[config.mk]
export PLATFORM = sky130hd
export DESIGN_NAME = ipv4_header_check_forward
export DESIGN_NICKNAME = d
export VERILOG_FILES = /design/src/hw/rtl/ihcf_pkg.sv /design/src/hw/rtl/ihcf_csum.sv /design/src/hw/rtl/ipv4_header_check_forward.sv
export SDC_FILE = /design/constraint.sdc
export NUM_CORES = 1
export LEC_CHECK = 0
export BUFFER_PORTS_ARGS = -buffer_cell sky130_fd_sc_hd__buf_4
export CAP_MARGIN = 10
export CORE_ASPECT_RATIO = 1.75
export CORE_MARGIN = 2
export CORE_UTILIZATION = 23
export DETAILED_ROUTE_END_ITERATION = 8
export PLACE_DENSITY = 0.39
export SLEW_MARGIN = 20
export SYNTH_ARGS = -nofsm -noshare
export SYNTH_HDL_FRONTEND = slang
export SYNTH_SLANG_ARGS = --single-unit
export TNS_END_PERCENT = 50
[constraint.sdc]
create_clock -name clk -period 11 [get_ports clk]
set_input_delay 1.1 -clock clk [delete_from_list [all_inputs] [get_ports clk]]
set_output_delay 1.1 -clock clk [all_outputs]
set_load 0.01 [all_outputs]
[src/hw/rtl/ihcf_pkg.sv]
// shared constants, types and checksum helper for the ipv4 header check block
`timescale 1ns / 1ps
`default_nettype none

package ihcf_pkg;

  // header geometry
  localparam int HEADER_BYTES = 20;
  localparam int IDX_W        = 5;

  localparam logic [IDX_W-1:0] TTL_IDX        = IDX_W'(8);
  localparam logic [IDX_W-1:0] PROTO_IDX      = IDX_W'(9);
  localparam logic [IDX_W-1:0] CSUM_LO_IDX    = IDX_W'(11);
  localparam logic [IDX_W-1:0] DEST_FIRST_IDX = IDX_W'(16);
  localparam logic [IDX_W-1:0] LAST_IDX       = IDX_W'(HEADER_BYTES - 1);
  localparam logic [IDX_W-1:0] END_COUNT      = IDX_W'(HEADER_BYTES);

  // configuration register indexes
  localparam logic CFG_LOCAL_ADDRESS    = 1'b0;
  localparam logic CFG_ROUTING_PROTOCOL = 1'b1;

  localparam logic [7:0] DEFAULT_ROUTING_PROTOCOL = 8'd200;

  // ones-complement subtraction of 0x0100 is addition of its complement
  localparam logic [15:0] TTL_STEP_COMPLEMENT = 16'hFEFF;

  // verdict codes
  localparam logic [2:0] V_DROP    = 3'd0;
  localparam logic [2:0] V_ROUTING = 3'd1;
  localparam logic [2:0] V_LOCAL   = 3'd2;
  localparam logic [2:0] V_EXPIRED = 3'd3;
  localparam logic [2:0] V_FORWARD = 3'd4;

  // one header byte handed to the checksum accumulator
  typedef struct packed {
    logic       valid;
    logic       first;
    logic       odd;
    logic       csum_word;
    logic [7:0] data;
  } csum_step_t;

  // end-around-carry add of two 16-bit words
  function automatic logic [15:0] oc_add(input logic [15:0] a, input logic [15:0] b);
    logic [16:0] t;
    t = {1'b0, a} + {1'b0, b};
    if (t > 17'h0FFFF) begin
      t = t - 17'h0FFFF;
    end
    return t[15:0];
  endfunction

endpackage

`default_nettype wire

[src/hw/rtl/ihcf_csum.sv]
// running ones-complement header sum, fed one byte per clock while step.valid is high
`timescale 1ns / 1ps
`default_nettype none

module ihcf_csum (
  input  wire logic                clk,
  input  wire ihcf_pkg::csum_step_t step,
  output logic [15:0]              sum,
  output logic [15:0]              received
);
  import ihcf_pkg::*;

  logic [7:0]  held_byte;
  logic [15:0] word;

  assign word = {held_byte, step.data};

  // high byte is held, low byte completes the word and folds it in; the checksum word is kept as received instead
  always_ff @(posedge clk) begin
    if (step.valid) begin
      if (step.first) begin
        sum       <= '0;
        received  <= '0;
        held_byte <= step.data;
      end else if (!step.odd) begin
        held_byte <= step.data;
      end else if (step.csum_word) begin
        received <= word;
      end else begin
        sum <= oc_add(sum, word);
      end
    end
  end

endmodule

`default_nettype wire

[src/hw/rtl/ipv4_header_check_forward.sv]
// top level: ipv4 header byte stream in, one forwarding verdict per complete header out
`timescale 1ns / 1ps
`default_nettype none

// Takes an IPv4 header one byte per clock (start high, busy is always low), with
// first_byte marking the opening byte; a new first_byte drops any partial header.
// The checksum is accumulated a byte at a time as bytes arrive. After the
// twentieth byte the end-of-header flag fin is registered, then done and the
// result registers; done stays high for one clock and the result holds until
// the next header ends. The receiver cannot stall, and a new header may begin
// on the very next clock. Configuration writes take effect at once and are meant
// for times when no header is in flight.
module ipv4_header_check_forward (
  input  wire logic        clk,
  input  wire logic        rst,
  input  wire logic        start,
  output logic             busy,
  input  wire logic [7:0]  header_byte,
  input  wire logic        first_byte,
  input  wire logic        link_is_up,
  input  wire logic        write_enable,
  input  wire logic        write_index,
  input  wire logic [31:0] write_data,
  output logic             done,
  output logic [2:0]       verdict,
  output logic [5:0]       payload_offset,
  output logic [31:0]      destination,
  output logic [7:0]       new_ttl,
  output logic [15:0]      new_checksum,
  output logic [7:0]       protocol_number
);
  import ihcf_pkg::*;

  logic [31:0]      local_address;
  logic [7:0]       routing_protocol;
  logic [IDX_W-1:0] byte_count;
  logic [7:0]       captured_ttl;
  logic [7:0]       captured_protocol;
  logic [31:0]      captured_destination;
  logic [3:0]       captured_length;
  logic             captured_link;
  logic             fin;

  logic             take;
  logic [IDX_W-1:0] idx;
  csum_step_t       step;
  logic [15:0]      sum;
  logic [15:0]      received;
  logic [2:0]       verdict_next;
  logic [15:0]      fwd_sum;

  assign busy = 1'b0;

  // byte position and whether this request belongs to an open header
  assign idx  = first_byte ? '0 : byte_count;
  assign take = start && (first_byte || (byte_count != '0 && byte_count < END_COUNT));

  assign step.valid     = take;
  assign step.first     = first_byte;
  assign step.odd       = idx[0];
  assign step.csum_word = (idx == CSUM_LO_IDX);
  assign step.data      = header_byte;

  ihcf_csum u_csum (
    .clk      (clk),
    .step     (step),
    .sum      (sum),
    .received (received)
  );

  // configuration registers
  always_ff @(posedge clk) begin
    if (rst) begin
      local_address    <= '0;
      routing_protocol <= DEFAULT_ROUTING_PROTOCOL;
    end else if (write_enable) begin
      unique case (write_index)
        CFG_LOCAL_ADDRESS:    local_address    <= write_data;
        CFG_ROUTING_PROTOCOL: routing_protocol <= write_data[7:0];
        default:              local_address    <= local_address;
      endcase
    end
  end

  // byte counter and end-of-header flag
  always_ff @(posedge clk) begin
    if (rst) begin
      byte_count <= '0;
      fin        <= 1'b0;
    end else begin
      fin <= take && (idx == LAST_IDX);
      if (take) begin
        byte_count <= idx + IDX_W'(1);
      end
    end
  end

  // header field capture
  always_ff @(posedge clk) begin
    if (take) begin
      if (first_byte) begin
        captured_length <= header_byte[3:0];
        captured_link   <= link_is_up;
      end
      if (idx == TTL_IDX) begin
        captured_ttl <= header_byte;
      end
      if (idx == PROTO_IDX) begin
        captured_protocol <= header_byte;
      end
      if (idx >= DEST_FIRST_IDX) begin
        captured_destination <= {captured_destination[23:0], header_byte};
      end
    end
  end

  // verdict decision from the completed sum and captured fields
  assign fwd_sum = ~oc_add(sum, TTL_STEP_COMPLEMENT);

  always_comb begin
    priority if (~sum != received) begin
      verdict_next = V_DROP;
    end else if (captured_protocol == routing_protocol) begin
      verdict_next = captured_link ? V_ROUTING : V_DROP;
    end else if (captured_destination == local_address) begin
      verdict_next = V_LOCAL;
    end else if (captured_ttl <= 8'd1) begin
      verdict_next = V_EXPIRED;
    end else begin
      verdict_next = V_FORWARD;
    end
  end

  // result register, one strobe per completed header
  always_ff @(posedge clk) begin
    if (rst) begin
      done <= 1'b0;
    end else begin
      done <= fin;
    end
  end

  always_ff @(posedge clk) begin
    if (fin) begin
      verdict         <= verdict_next;
      payload_offset  <= {captured_length, 2'b00};
      destination     <= captured_destination;
      protocol_number <= captured_protocol;
      new_ttl         <= (verdict_next == V_FORWARD) ? captured_ttl - 8'd1 : 8'd0;
      new_checksum    <= (verdict_next == V_FORWARD) ? fwd_sum : 16'd0;
    end
  end

  // checks
  assert property (@(posedge clk) disable iff (rst) byte_count <= END_COUNT)
    else $error("byte counter ran past the header length");

  assert property (@(posedge clk) disable iff (rst)
    take && idx == LAST_IDX |-> ##2 done)
    else $error("last header byte gave no result");

  assert property (@(posedge clk) disable iff (rst)
    done |-> $past(fin) && $past(take, 2))
    else $error("result without a completed header");

  assert property (@(posedge clk) disable iff (rst)
    done && verdict != V_FORWARD |-> new_ttl == 8'd0 && new_checksum == 16'd0)
    else $error("forward fields set on a non-forward verdict");

endmodule

`default_nettype wire

; Yosys cells after proc, flatten, opt, wreduce, memory -nomap -nowiden
; Cells that the tools add are included.
; W data, S select, Z words.
[classes]
add_sub_neg = 6
order_cmp = 5
eq_ne = 10
mux = 14
bitwise_logic = 3
n_reduce_logical = 16
[ops]
columns = operator, n
row1 = $mux W16, 6
row2 = $gt A17 B16 Y1 const B, 2
row3 = $eq A32 B32 Y1, 1
row4 = $not A16 Y16, 2
row5 = $sub A16 B16 Y16 const B, 2
row6 = $add A16 B16 Y17, 1
row7 = $add A16 B16 Y17 const B, 1
row8 = $mux W8, 2
row9 = $ne A16 B16 Y1, 1
row10 = $eq A5 B4 Y1 const B, 3
row11 = $reduce_and A2 Y1, 7
row12 = $mux W3, 4
row13 = $eq A8 B8 Y1, 1
row14 = $le A8 B1 Y1 const B, 1
row15 = $sub A8 B1 Y8 const B, 1
row16 = $reduce_and A3 Y1, 2
row17 = $add A5 B1 Y5 const B, 1
row18 = $eq A5 B5 Y1 const B, 1
row19 = $ge A5 B5 Y1 const B, 1
row20 = $lt A5 B5 Y1 const B, 1
row21 = $mux W5, 1
row22 = $reduce_bool A5 Y1, 1
row23 = $ne A2 B2 Y1 const B, 2
row24 = $reduce_bool A2 Y1, 2
row25 = other kinds (5), 7
[word_totals]
regBits = 211
input_bits = 47
out_inout_bits = 75
wordCells = 73

; Logic depth before layout (Yosys ltp)
; Gate-level depths: netlist of the first run.
[depth]
depth_word = 6
ltp_mapped = 12
ltp_nobuf = 11

; Hierarchy
; Synthesis of the first run repeated with hierarchy kept, for this count alone.
[unflattened]
cells_unflattened = 909
hier_area_um2 = 10341.2
[modules_own_cells]
columns = mod, instances, cells_per_inst, area_per_inst_um2, seq_area_each_um2
row1 = ipv4_header_check_forward, 1, 637, 7470.9, 4664.5
row2 = ihcf_csum, 1, 272, 2870.3, 1201.2

; Worst setup path after synthesis of the first run
; OpenSTA, ideal clock, no wires.
[synth_path]
kind = input -> register
start = input port header_byte[0]
end = register u_csum.sum[2] (data pin)
setup_ns = 0.261
arrival_ns = 4.068
required_time_ns = 10.739
slack_ns = 6.671
cell_stages = 11
n_path_buf = 0
cell_sequence = ha_1 fa_1 a21o_1 a221o_2 a311oi_1 nor2_1 xnor2_1 or4_4 nor4_4 nor4b_1 a221o_1
[synth_via]
elab_chain_cells = 5
word_cells_on_any_way = 6
classes_between = 2 x add/sub / 1 x order compare / 3 x mux
[synth_lines]
columns = item, line
row1 = from (decl), ipv4_header_check_forward.sv:18  ; input wire logic [7:0] header_byte,
row2 = $add A16 B16 Y17 *, ihcf_pkg.sv:46  ; t = {1'b0, a} + {1'b0, b};
row3 = $sub A16 B16 Y16 / $gt A17 B16 Y1 (equally long branches), "ihcf_pkg.sv:48, ihcf_pkg.sv:47"
row4 = $mux W16 *, ihcf_pkg.sv:47  ; if (t > 17'h0FFFF) begin
row5 = $mux W16 *, ihcf_csum.sv:27  ; end else if (step.csum_word) begin
row6 = $mux W16 *, ihcf_csum.sv:25  ; end else if (!step.odd) begin
row7 = to (signal assigned), ihcf_csum.sv:30  ; sum <= oc_add(sum, word);
row8 = to (decl), ihcf_csum.sv:8  ; output logic [15:0] sum,
; Mark *: on every way between the ends. The rest lies on a longest branch, timed or not. The select of a mux whose other input is x is not followed.
; A chain may end at the register's enable or synchronous reset.

; Worst setup path in the final report of the first run
; Ends and elaborated chain as after synthesis.

==> summary.md, run 1 <==
| Metric | Value |
|---|---|
| Status | `complete, no violations` |
| Placer Congestion | `0.780` |
| Cts bufs inserted | `23` |
| Peak supply drop | `~0.1 mV` |
| Initial drt markers | `approximately 280` |
| Routed Antenna Nets | `0` |
| Root buf cell | `clkbuf_16` |
| FFs w/ async S/R, synth | `0%` |
| Initial Utilization | `between 20% and 30%` |
| PnR worst setup slack | `about 6300 ps` |
| Post-CTS Setup Inserts | `0` |
| Place WS | `~5700 ps` |
| Hold Crit Class | `flop to flop` |
| Die Y-Extent | `279 um` |
| Crit path max fanout | `15` |
| Fillers | `4395` |
| Die extent in x | `161 um` |
| Proportion of layout cells with a drive suffix above 1 | `between 10% and 20%` |
| Tmin final | `about 4700 ps` |
| Dominant cell type by area after synthesis | `edfxtp_1` |
| Via count | `6750` |
| Worst-Skew Late Latency | `530 ps` |
| M1 WL | `10.3 mm` |
| Largest net degree at the start of global routing | `between 50 and 60` |
| Seq/Total Area, Yosys | `between 50 and 60%` |
| Total core area | `approximately 43000 um^2` |
| Sequential Area | `about 6000 um^2` |
| FMAX | `approximately 0.21 GHz` |
| Via/cell ratio | `4.35` |
| # setup viols final | `0` |
| Arrival time worst endpoint | `5030 ps` |
| Antenna violations before repair | `0` |
| Dpl cells | `1509` |
| WL met3 | `~1.1 mm` |
| Pwr dens | `around 160 nW/um^2` |
| Die area | `45100 um^2` |
| Maxcap violations | `0` |
| Post-cts resize count | `0` |
| Grt total ovfl | `0` |
| Slew Viols, Final | `0` |
| RSZ-0062 raised after global routing | `false` |
| Routed length per instance | `18.5 um` |
| Relative slew margins | `35.0%` |
| NumNets Final | `1045` |
| Leak pwr | `~0.0045 uW` |
| R2r worst-path depth | `11` |
| Worst r2r dst | `u_csum.sum[2]` |
| Post-synth EDFFs | `around 160` |
| # DRC | `0` |
| Hold Vio Cnt, Final | `0` |
| Highest metal used | `met4` |
| Area Growth Syn to Fin | `22.5%` |
| Top_reg_cell synth | `edfxtp_1` |
| Post-route insts no fill | `1552` |
| Synth Warn # | `0` |
| Mean Syn Cell Area | `11.6 um^2` |
| Synth top area cells | `edfxtp_1 (49%), dfxtp_1 (9.4%), xor2_1 (5.9%)` |
| Vias in the first global route | `between 7000 and 8000` |
| First-pass GRT wire length | `around 44 mm` |
| Synth cell types | `76` |
| Crit share post-route | `approximately 43%` |
| Final Routed Wirelength | `roughly 29 mm` |
| GRT Resource Usage Total | `12.8%` |
| CTS tree | `yes` |
| Row cnt | `100` |
| Hold Crit Depth | `0` |
| Nature of the critical path endpoint | `flop` |
| Longest Clk Path Bufs | `3` |
| Hold-fix buffers, CTS | `0` |
| Reg clk slew, reported paths | `about 60 ps` |
| I/O pins | `122` |
| CP Launch Type | `primary input` |
| Hold worst-path end | `payload_offset[3]` |
| Cells after synthesis | `around 860` |
| Met2 WL post-DR | `16.2 mm` |
| CTS H-tree depth | `1` |
| Worst Min Path Start | `captured_length[1]` |
| Req. time, crit path | `around 11000 ps` |
| Diode count | `0` |
| Clock sinks | `211` |
| First drt pass iteration count | `4` |
| Crit Reg-Reg Startpoint | `u_csum.sum[0]` |
| Register bit total from synthesis | `about 210` |
| Synth top area share | `between 40% and 50%` |
| Kind of critical path | `primary input to flop` |
| Total negative slack | `0 ps` |
| Multi-input logic area | `about 3900 um^2` |
| Mapped Area | `about 10000 um^2` |
| DP Wirelength | `between 20 and 25 mm` |
| Final Skew | `between 20 and 25 ps` |
| Slew @ Worst Pin | `approximately 960 ps` |
| Reg-to-reg setup timing slack | `~6300 ps` |
| Port Buffer Count | `around 120` |
[cells in the final DEF (no fill, tap or decap), types with 5 or more instances in the layout]
master	instances
edfxtp_1	164
buf_4	123
nand2_1	107
xor2_1	67
nor2_1	61
a21oi_1	59
dfxtp_1	46
xnor2_1	31
ha_1	23
clkbuf_16	23
inv_1	21
nor2b_1	20
nor4_1	19
nand3_1	16
nor3_1	16
o21ai_0	12
a31oi_1	12
nand4_1	10
and3_1	10
nand3b_1	8
or3_1	8
o41ai_1	7
o21a_1	5
nor4b_1	5
o31ai_1	5
a211oi_1	5
clkbuf_1	5
[report_power, final]
| part | leakage [uW] | total [uW] | internal (uW) | switching [uW] |
|---|---|---|---|---|
| registers | 0.00195 | 901 | 875 | 25.3 |
| logic | 0.00217 | 221 | 86.2 | 134 |
| clock network | 0.000363 | 783 | 446 | 337 |
[synthesized netlist by cell type, types with 4 or more instances]
cell / count
a311oi_1: 4
o41ai_1: 7
a41oi_1: 4
edfxtp_1: 164
mux2i_1: 4
nor4_1: 19
dfxtp_1: 47
nor2_1: 62
nand2b_1: 4
and3_1: 10
xor2_1: 67
or4_1: 4
a21oi_1: 59
ha_1: 23
nand3b_1: 8
a21o_1: 4
or3_1: 8
nor2b_1: 21
nand3_1: 16
nand4_1: 10
nand2_1: 107
nor4b_1: 5
and2_1: 4
buf_6: 4
a211oi_1: 6
inv_1: 21
clkbuf_1: 23
buf_1: 4
xnor2_1: 31
o21ai_0: 12
a31oi_1: 12
o21a_1: 5
nor3_1: 16
o31ai_1: 5
buf_4: 4
[critical path, stage by stage]
cell and delay, ps:
buf_4 140, ha_1 230, fa_1 400, a21o_1 190
a221o_2 430, a311oi_1 390, nor2_1 110, xnor2_1 220
or4_4 580, nor4_4 800, nor4b_1 120, a221o_1 300
[sequential cells by signal (all words and copies together) (netlist names), 16 cells and up]
name	count
destination	32
captured_destination	32
local_address	32
new_checksum	16
u_csum.received	16
u_csum.sum	16
[cell families after synthesis]
family / synth area share (%)
flops: 58.8
mux: 0.402
fa+ha+maj: 3.09
simple gates: 17.1
buf+inv: 2.71
xor+xnor: 8.61
compound gates: 9.21
other cells: 0.0376
[metrics by stage]
step | area [um^2] | hold slack, ps | util [%] | power [uW]
after floorplan | 9980 | 400 | - | 1070
after global placement | 11400 | 404 | 26.8 | 1140
after CTS | 12200 | 427 | 28.6 | 1940
after global routing | 12200 | 437 | 28.6 | 1990
after detailed placement | 11400 | 406 | 26.8 | 1140
final | 12200 | 422 | 28.6 | 1900
[how the worst max path moves through the flow]
stage	startpoint	endpoint	slack, ps	cells past startpoint
floorplan	header_byte[0]	u_csum.sum[2]	6670	11
global placement	header_byte[0]	u_csum.sum[2]	5720	12
detailed placement	header_byte[0]	u_csum.sum[2]	5690	12
CTS	u_csum.sum[0]	u_csum.sum[2]	6220	11
global route	u_csum.sum[0]	u_csum.sum[2]	6040	11
finish	header_byte[0]	u_csum.sum[2]	6250	12
[final cells by class]
class,instances,area share [%]
Clock buffer,29,4.98
Clock inverter,13,1.22
Inverter,21,0.645
Multi-Input combinational cell,593,31.6
Sequential cell,211,48.1
Tap cell,561,5.75
Timing Repair Buffer,124,7.72
[layer usage]
metal | global-route usage [%] | vias to the layer above
met3 | 1.76 | 47
li1 | - | 3348
met5 | 0 | -
met1 | 12.8 | 3209
met4 | 5.52 | 0
met2 | 25.6 | 146
Note: power is estimated with default switching activity, not from simulation.
==> run 2, diff against run 1 <==
ABC_AREA = 1   (was unset)
PLACE_DENSITY = 0.4   (was 0.39)
clock period = 4.05 ns   (was 11 ns; I/O delays follow)
==> summary.md, run 2 <==
| Metric | Value |
|---|---|
| Status | `complete, no violations` |
| Crit path max fanout | `16 (+1)` |
| Most Frequent Cell on Critical Path | `nand2_1` |
| # DRC | `0 (unchanged)` |
| Via count | `8519 (+26%)` |
| NumNets Final | `1445 (+38%)` |
| Worst path top cell family by delay | `simple AND/OR/NAND/NOR gates` |
| Row cnt | `105 (+5.0%)` |
| Routed Antenna Nets | `0 (unchanged)` |
| Hold Crit Depth | `2 (+2)` |
| Grt total ovfl | `0 (unchanged)` |
| Post-synth EDFFs | `164 (unchanged)` |
| I/O pins | `122 (unchanged)` |
| Pwr dens | `427 nW/um^2 (+170%)` |
| Maxcap violations | `0 (unchanged)` |
| Top_reg_cell synth | `edfxtp_1` |
| Most frequent cell after synthesis | `nand2_1` |
| Crit share post-route | `80.9%` |
| Most frequent cells in the layout | `nand2_1 (272), nor2_1 (192), edfxtp_1 (164), inv_1 (152), buf_4 (132)` |
| Worst-Skew Late Latency | `510 ps (-20 ps)` |
| FFs w/ async S/R, synth | `0% (unchanged)` |
| CTS H-tree depth | `1 (unchanged)` |
| Area Growth Syn to Fin | `21.1%` |
| Hold Vio Cnt, Final | `0 (unchanged)` |
| Arrival time worst endpoint | `3520 ps (-1510 ps)` |
| Req. time, crit path | `4290 ps (-6990 ps)` |
| Initial drt markers | `509 (+80%)` |
| Commonest non-fill, non-tap cell in the layout | `nand2_1` |
| First drt pass iteration count | `6 (+2)` |
| FMAX | `just over 0.3 GHz` |
| Nature of the critical path endpoint | `flop` |
| Slew Viols, Final | `0 (unchanged)` |
| Slowest cell on the critical path | `edfxtp_1` |
| Relative slew margins | `49.1% (+14 points)` |
| Kind of critical path | `flop to flop` |
| Peak supply drop | `0.192 mV (+96%)` |
| Die extent in x | `168 um (+4.3%)` |
| CTS tree | `yes` |
| Synth top area cells | `edfxtp_1 (45%), nand2_1 (9.4%), dfxtp_1 (8.7%)` |
| # setup viols final | `0 (unchanged)` |
| Hold-fix buffers, CTS | `0 (unchanged)` |
| Die area | `49100 um^2 (+8.9%)` |
| Synth cell count leaders | `nand2_1 (272), nor2_1 (192), edfxtp_1 (164)` |
| Hold Crit Class | `primary input to flop` |
| Slew @ Worst Pin | `760 ps (-202 ps)` |
| WL met3 | `943 um (-14%)` |
| First-pass GRT wire length | `50.6 mm (+16%)` |
| Seq/Total Area, Yosys | `53.9% (-4.9 points)` |
| GRT Resource Usage Total | `13.5% (+0.71 points)` |
| Synth top area share | `45.3% (-4.1 points)` |
| Cts bufs inserted | `21 (-8.7%)` |
| Reg clk slew, reported paths | `70 ps (about the same)` |
| Total power draw | `5620 uW (+200%)` |
| Cells after synthesis | `1238 (+44%)` |
| Crit path buf inv count | `0 (-1)` |
| Proportion of layout cells with a drive suffix above 1 | `17.1% (-2.4 points)` |
| Routed length per instance | `16.7 um (-10%)` |
| Final Skew | `8.94 ps (-14.3 ps)` |
| Antenna violations before repair | `0 (unchanged)` |
| Placed cell area | `12500 um^2 (+9.3%)` |
| Root buf cell | `clkbuf_16` |
| CP Launch Type | `flop` |
| Mean Syn Cell Area | `8.78 um^2 (-24%)` |
| RSZ-0062 raised after global routing | `false` |
| Synth Warn # | `0 (unchanged)` |
| Tmin final | `3280 ps` |
| CP max stage delay | `520 ps (-280 ps)` |
| Top Registers | `captured_destination (32), destination (32), local_address (32)` |
| DP Wirelength | `25.5 mm (+18%)` |
| Mapped Area | `10900 um^2 (+9.1%)` |
| Post-CTS Setup Inserts | `0 (unchanged)` |
| Final Routed Wirelength | `32.9 mm (+15%)` |
| Cells along the critical path | `ha_1 > fa_1 > nand2_2 > nand2_1 > nand3_2 > nand2_2 > nand2_1 > nand2_1 > nor2_1 > nand3_1 > nor2_1 > nand3_2 > nand2_4 > nand2_4 > nand2_1 > a21oi_1` |
| Total negative slack | `0 ps (unchanged)` |
| Synth cell types | `41 (-46%)` |
| Dominant cell type by area after synthesis | `edfxtp_1` |
| Highest metal used | `met4` |
| R2r worst-path depth | `16 (+5)` |
| Die Y-Extent | `292 um (+4.4%)` |
| Worst path depth | `16 (+4)` |
| Diode count | `0 (unchanged)` |
| Total core area | `46800 um^2 (+9.6%)` |
| Initial Utilization | `23.3% (-0.11 points)` |
| Vias in the first global route | `8753 (+22%)` |
| Register bit total from synthesis | `211 (unchanged)` |
| Largest net degree at the start of global routing | `47 (-18%)` |
| Met2 WL post-DR | `18.4 mm (+13%)` |
| Leak pwr | `0.00562 uW (+25%)` |
| Post-cts resize count | `0 (unchanged)` |
| Post-route cell area | `13200 um^2 (+7.8%)` |
| Clock sinks | `211 (unchanged)` |
| Placer Congestion | `0.887 (+14%)` |
| M1 WL | `11.9 mm (+15%)` |
| Longest Clk Path Bufs | `3 (unchanged)` |
| Via/cell ratio | `4.31 (-0.92%)` |
| Port Buffer Count | `118 (unchanged)` |
==> run 2: changes by cell type in the layout (fill, tap and decap cells not counted), moves of 46 or more <==
cell     before  now
nand2_1     107  272
inv_1        21  152
nor2_1       61  192
nand3_1      16   89
o21ai_0      12   58
xor2_1       67   21
==> run 2: routing by layer <==
metal	track usage, %	up-vias
met4	7.34	0
li1	-	4327
met3	1.18	65
met5	0	-
met2	27.1	191
met1	13.2	3936
==> run 2: path summary, 6_finish.rpt <==
| path | startpoint | slack (ps) | end |
|---|---|---|---|
| max reg2reg | u_csum.sum[0] | 770 | u_csum.sum[3] |
| max | u_csum.sum[0] | 770 | u_csum.sum[3] |
| min | rst | 60 | done |
| min reg2reg | captured_length[3] | 410 | payload_offset[5] |
==> run 2: logic make-up (layout without fill, tap and decap cells) <==
group                    count (synthesis)  after routing  share of synthesized area (%)
flip-flops                             211            211                           53.9
adder cells (fa/ha/maj)                 24             24                           2.83
buffers and inverters                  179            328                           6.56
other                                    1              3                         0.0345
XOR/XNOR                                46             46                           3.70
AND/OR/NAND/NOR                        657            657                           26.7
AO/OA/AOI/OAI                          120            120                           6.22
==> run 2: stage by stage <==
stage / worst slack (ps) / std cells / hold slack, ps / util, %
2_1_floorplan: 1290 / 1240 / 400 / -
3_3_place_gp: 745 / 1939 / 406 / 26.7
3_5_place_dp: 767 / 1939 / 407 / 26.7
4_1_cts: 798 / 1977 / 35.2 / 28.2
5_1_grt: 472 / 1977 / 48.4 / 28.2
6_report: 773 / 1977 / 59.0 / 28.2
==> run 2: area by class of cell <==
| cell class | count | area [um^2] |
|---|---|---|
| fill | 5029 | 33600 |
| sequential | 211 | 5870 |
| multi-input combinational | 850 | 4310 |
| timing repair buffer | 132 | 991 |
| tap | 588 | 736 |
| inverter | 158 | 593 |
| clock buffer | 22 | 529 |
| clock inverter | 16 | 145 |
==> run 2: power breakdown <==
part / internal (uW) / switching (uW)
sequential: 2420 / 82.5
clock: 1090 / 868
combinational: 364 / 796
==> run 2: worst reg2reg max path, delay by kind of cell, from the launching register on <==
kind | cells | cell delay, ps
AND/OR/NAND/NOR | 13 | 1640
adder cells (fa/ha/maj) | 2 | 780
flip-flops | 1 | 520
AO/OA/AOI/OAI | 1 | 70
